### config.mk
export PLATFORM = sky130hd
export DESIGN_NAME = uvst_div
export DESIGN_NICKNAME = d
export VERILOG_FILES = /design/src/design/uvst_pkg.sv /design/src/design/uvst_div.sv
export SDC_FILE = /design/constraint.sdc
export NUM_CORES = 1
export LEC_CHECK = 0
export CORE_UTILIZATION = 45
export DETAILED_ROUTE_END_ITERATION = 12
export DONT_BUFFER_PORTS = 1
export SLEW_MARGIN = 10
export SYNTH_ARGS = -nofsm -noshare
export SYNTH_HDL_FRONTEND = slang
export SYNTH_SLANG_ARGS = --single-unit
### constraint.sdc
create_clock -name aclk -period 8.7 [get_ports aclk]
set_input_delay 1.74 -clock aclk [delete_from_list [all_inputs] [get_ports aclk]]
set_output_delay 1.74 -clock aclk [all_outputs]
set_load 0.02 [all_outputs]
### src/design/uvst_pkg.sv
// Shared types, constants and the long-division step for the UV sphere tessellator.
// No dependencies.
package uvst_pkg;

    localparam int PHASE_W    = 32;   // angle phase, 2^32 is one turn
    localparam int DIV_W      = 9;    // divisor width, twice an 8-bit count
    localparam int DIV_STAGES = 8;
    localparam int DIV_BPS    = PHASE_W / DIV_STAGES;
    localparam int SIN_STAGES = 9;
    localparam int MAG_W      = 31;   // Q30 magnitude, up to 2^30
    localparam int COORD_W    = 16;
    localparam int TEX_W      = 17;
    localparam int IDX_W      = 16;
    localparam int CNT_W      = 8;

    localparam int DEF_MAX_DIVISIONS   = 255;
    localparam int DEF_COORD_FRAC_BITS = 14;

    // pipeline stage map
    localparam int DIV_FIRST  = 1;
    localparam int SIN_FIRST  = DIV_FIRST + DIV_STAGES;
    localparam int PROD_ST    = SIN_FIRST + SIN_STAGES;
    localparam int OUT_ST     = PROD_ST + 1;
    localparam int PIPE_DEPTH = OUT_ST + 1;

    localparam logic [7:0] REG_RING_COUNT   = 8'd0;
    localparam logic [7:0] REG_SECTOR_COUNT = 8'd1;
    localparam logic [CNT_W-1:0] RING_RESET   = 8'd16;
    localparam logic [CNT_W-1:0] SECTOR_RESET = 8'd32;

    localparam logic [PHASE_W-1:0] QUARTER_TURN = 32'h4000_0000;
    localparam logic [MAG_W-1:0]   Q30_ONE      = 31'h4000_0000;

    // odd series of sin(pi/2*q), Q30
    localparam logic [MAG_W-1:0] SIN_COEF [0:6] = '{
        31'd1686629713, 31'd693598668, 31'd85569305, 31'd5026995,
        31'd172272, 31'd3864, 31'd61
    };

    typedef struct packed {
        logic [DIV_W-1:0]   rem;
        logic [PHASE_W-1:0] low;
        logic [PHASE_W-1:0] quo;
    } div_state_t;

    typedef struct packed {
        logic             vertex_valid;
        logic             quad_valid;
        logic [IDX_W-1:0] tl;
        logic [IDX_W-1:0] tr;
        logic [IDX_W-1:0] bl;
        logic [IDX_W-1:0] br;
    } meta_t;

    typedef struct packed {
        logic [TEX_W-1:0] u;
        logic [TEX_W-1:0] v;
    } tex_t;

    // DIV_BPS restoring steps; remainder stays below the divisor
    function automatic div_state_t div_bits(div_state_t st, logic [DIV_W-1:0] dvsr);
        div_state_t r;
        logic [DIV_W:0] t;
        r = st;
        for (int b = 0; b < DIV_BPS; b++) begin
            t = {r.rem, r.low[PHASE_W-1]};
            r.low = {r.low[PHASE_W-2:0], 1'b0};
            if (t >= {1'b0, dvsr}) begin
                r.rem = DIV_W'(t - {1'b0, dvsr});
                r.quo = {r.quo[PHASE_W-2:0], 1'b1};
            end else begin
                r.rem = t[DIV_W-1:0];
                r.quo = {r.quo[PHASE_W-2:0], 1'b0};
            end
        end
        return r;
    endfunction

endpackage

### src/design/uvst_div.sv
// Pipelined restoring divider: (rem_in:low_in) / dvsr_in, 32 quotient bits.
// Depends on uvst_pkg.
module uvst_div
    import uvst_pkg::*;
(
    input  logic                  aclk,
    input  logic [DIV_STAGES-1:0] en,
    input  logic [DIV_W-1:0]      rem_in,   // must be below dvsr_in
    input  logic [PHASE_W-1:0]    low_in,
    input  logic [DIV_W-1:0]      dvsr_in,
    output logic [PHASE_W-1:0]    quo_out
);

    div_state_t       st_reg   [DIV_STAGES];
    logic [DIV_W-1:0] dvsr_reg [DIV_STAGES];

    for (genvar k = 0; k < DIV_STAGES; k++) begin : g_stage
        div_state_t       st_in;
        logic [DIV_W-1:0] dv_in;
        if (k == 0) begin : g_first
            assign st_in = '{rem: rem_in, low: low_in, quo: '0};
            assign dv_in = dvsr_in;
        end else begin : g_rest
            assign st_in = st_reg[k-1];
            assign dv_in = dvsr_reg[k-1];
        end
        always_ff @(posedge aclk) begin
            if (en[k]) begin
                st_reg[k]   <= div_bits(st_in, dv_in);
                dvsr_reg[k] <= dv_in;
            end
        end
    end

    assign quo_out = st_reg[DIV_STAGES-1].quo;

endmodule

==> impl_metrics.env <==
export IMPL_tightest_slew_ps=702
export IMPL_yosysSeqAreaShare=0.435
export IMPL_fin_skew_ps=32.2
export IMPL_wire_per_inst_um=18.1
export IMPL_grt_max_degree=51
export IMPL_cts_max_level=2
export IMPL_synth_cell_types=69
export IMPL_hold_viol=0
export IMPL_core_area_um2=57800
export IMPL_worst_hold_path_endpoint="st_reg[1][144]"
export IMPL_dp_cells=3370
export IMPL_slew_headroom=0.518
export IMPL_ff2ff_setup_slack_ps=420
export IMPL_layout_drive_gt1_share=0.226
export IMPL_gp_congestion=0.921
export IMPL_cts_tree="built"
export IMPL_worstPathArrival_ps=8660
export IMPL_route_detailed_drc=0
export IMPL_fin_nets=3047
export IMPL_crit_required_ps=9010
export IMPL_seqCellArea_um2=11500
export IMPL_vias_per_cell=5.50
export IMPL_pre_cts_slack_ps=-321
export IMPL_reg2reg_from="st_reg[0][59]"
export IMPL_worstHoldStart="st_reg[1][71]"
export IMPL_whs_ps=391
export IMPL_criticalPathCategory="in -> reg"
export IMPL_cts_root_buffer="clkbuf_16"
export IMPL_yosysWarnings=0
export IMPL_area_delta_synth_final_pct=18.7
export IMPL_syn_area_um2=26400
export IMPL_clk_pin_slew_ps=60
export IMPL_largest_register_ffs=319
export IMPL_grt_pass1_vias=19400
export IMPL_cts_buffers_inserted=45
export IMPL_fill_cells=4950
export IMPL_synth_seq_cells=382
export IMPL_num_rows=88
export IMPL_max_stage_delay_ps=430
export IMPL_ant_nets=0
export IMPL_grt_usage=0.208
export IMPL_critPathTopFamily="compound AO/OA/AOI/OAI gates"
export IMPL_multiInputGateArea_um2=14500
export IMPL_synth_top_flop_cell="edfxtp_1"
export IMPL_status="finished, final reports clean"
export IMPL_critPathMaxFanout=8
export IMPL_grt_pass1_wl_um=98700
export IMPL_synth_avg_cell_area_um2=11.2
export IMPL_timing_rr_end="st_reg[0][132]"
export IMPL_die_area_um2=59600
export IMPL_async_flop_share=0
export IMPL_cp_end_kind="register"
export IMPL_vias=19000
export IMPL_slew_violations=0
export IMPL_drtPass1Iterations=6
export IMPL_holdBufCountCts=0
export IMPL_post_route_period_util=0.959
export IMPL_synth_nets=2723
export IMPL_rr_worst_depth=37
export IMPL_drt_first_iter_violations=849
export IMPL_port_buffers=0
export IMPL_drv_cap=0
export IMPL_synth_edf_count=382
export IMPL_routed_wl_um=62600
export IMPL_overflow=0
export IMPL_whs_path_depth=0
export IMPL_dp_hpwl_um=48100
export IMPL_cts_num_sinks=382
export IMPL_die_h_um=244
export IMPL_final_setup_worst_slack_ps=355
export IMPL_antenna_diode_count=0
export IMPL_synth_cells=2345
export IMPL_min_period_ps=8340
export IMPL_clock_fmax_ghz=0.120
export IMPL_insertion_delay_ps=590
export IMPL_worstSetupStartpointType="input pin"
export IMPL_setup_viol=0
export IMPL_initial_utilization=0.456
export IMPL_slowest_stage="fa_1"
export IMPL_num_io_pins=91
export IMPL_final_core_util=0.542
export IMPL_timing_critical_path_buf_inv=4
export IMPL_cts_path_max_buffers=3
export IMPL_hp_class="reg -> reg"
export IMPL_die_w_um=244
export IMPL_crit_top_cell="a21oi_2"
export IMPL_antenna_found_initial=1
export IMPL_final_cells=3464
## synth_stat cells, types with 53 or more instances
library cell,n,area share
nor3_1,53,0.010
nand2_1,90,0.013
a21oi_1,147,0.028
o21ai_0,118,0.022
edfxtp_1,382,0.43
mux2_2,154,0.066
xor2_1,65,0.022
a21o_1,66,0.019
nor2_1,140,0.020
ha_1,288,0.14
inv_1,196,0.028
xnor2_1,105,0.035
## how the worst max path moves through the flow
stage	from	end	slack (ps)	cells after the start
after floorplan	low_in[31]	st_reg[0][64]	-8	35
after global placement	low_in[31]	st_reg[0][65]	-100	34
after detailed placement	low_in[31]	st_reg[0][67]	-320	34
after CTS	st_reg[0][59]	st_reg[0][132]	10	34
after global routing	st_reg[1][128]	st_reg[1][199]	-40	36
final	low_in[31]	st_reg[0][61]	360	32
## logic make-up after synthesis
logic type | count (synthesis) | share of synthesized area
muxes | 201 | 0.0839
buffers and inverters | 217 | 0.0310
DFF | 382 | 0.435
adders and majority gates | 319 | 0.160
AOI/OAI and AO/OA | 568 | 0.142
and+or+nand+nor | 488 | 0.0916
xor gates and xnor gates | 170 | 0.0564
## cell usage in the layout (no fill, tap or decap), drive strengths merged, types with 5 or more instances in the layout
| cell type | count |
|---|---|
| nor2b | 46 |
| fa | 31 |
| o31ai | 20 |
| ha | 288 |
| or3 | 13 |
| mux2 | 154 |
| o211ai | 26 |
| xnor2 | 105 |
| and3 | 11 |
| or2 | 22 |
| o2111ai | 7 |
| o31a | 13 |
| nand2 | 90 |
| and2 | 7 |
| nand3 | 22 |
| nand2b | 24 |
| a31oi | 16 |
| o21bai | 15 |
| edfxtp | 382 |
| a21boi | 17 |
| o221ai | 7 |
| nor3b | 6 |
| inv | 204 |
| clkbuf | 52 |
| nand4 | 38 |
| xor2 | 65 |
| a211oi | 22 |
| nor4 | 5 |
| clkinv | 15 |
| nor3 | 53 |
| mux2i | 48 |
| o21ai | 119 |
| a21oi | 147 |
| o22ai | 7 |
| a21o | 66 |
| and4 | 5 |
| buf | 290 |
| nor2 | 140 |
| o21a | 43 |
## worst reg2reg max path, delay by kind of cell (launching register included)
family	cells	cell delay, ps
flops	1	380
buf+inv	7	820
simple gates	6	1660
mux	3	1000
compound gates	16	2910
fa+ha+maj	5	1240
## stage by stage
stage | cell area, µm² | setup TNS, ps
finish | 31300 | 0
global route | 31300 | -277
CTS | 30900 | 0
detailed placement | 29500 | -2760
global placement | 29500 | -563
floorplan | 26500 | -33.5
## per-layer routing
metal  routed length [µm]  GRT usage  vias to the layer above  share of wire
li1                     -          -                     9456              -
met1                28800      0.271                     9061           0.46
met2                29100      0.347                      409           0.46
met3                 2530     0.0305                      121          0.040
met4                 2190     0.0829                        2          0.035
met5                   13          0                        -        0.00021
## repair_timing
action,4_1_cts,5_1_grt
gates resized for setup,0,72
gates cloned,0,2
setup buffers,2,13
endpoints found under the setup margin,8,68
pin swaps,2,17
endpoints found under the hold margin,0,0
## area by class of cell
| class | count | area share |
|---|---|---|
| clock buffer | 52 | 0.0382 |
| multi-input combinational | 1748 | 0.463 |
| clock inverter | 25 | 0.00783 |
| inverter | 202 | 0.0245 |
| timing repair buffer | 290 | 0.0702 |
| sequential | 382 | 0.366 |
| tap | 765 | 0.0306 |
Power is not shown: default switching activity piles up to over one toggle a cycle in this logic, so the estimate is an artifact.
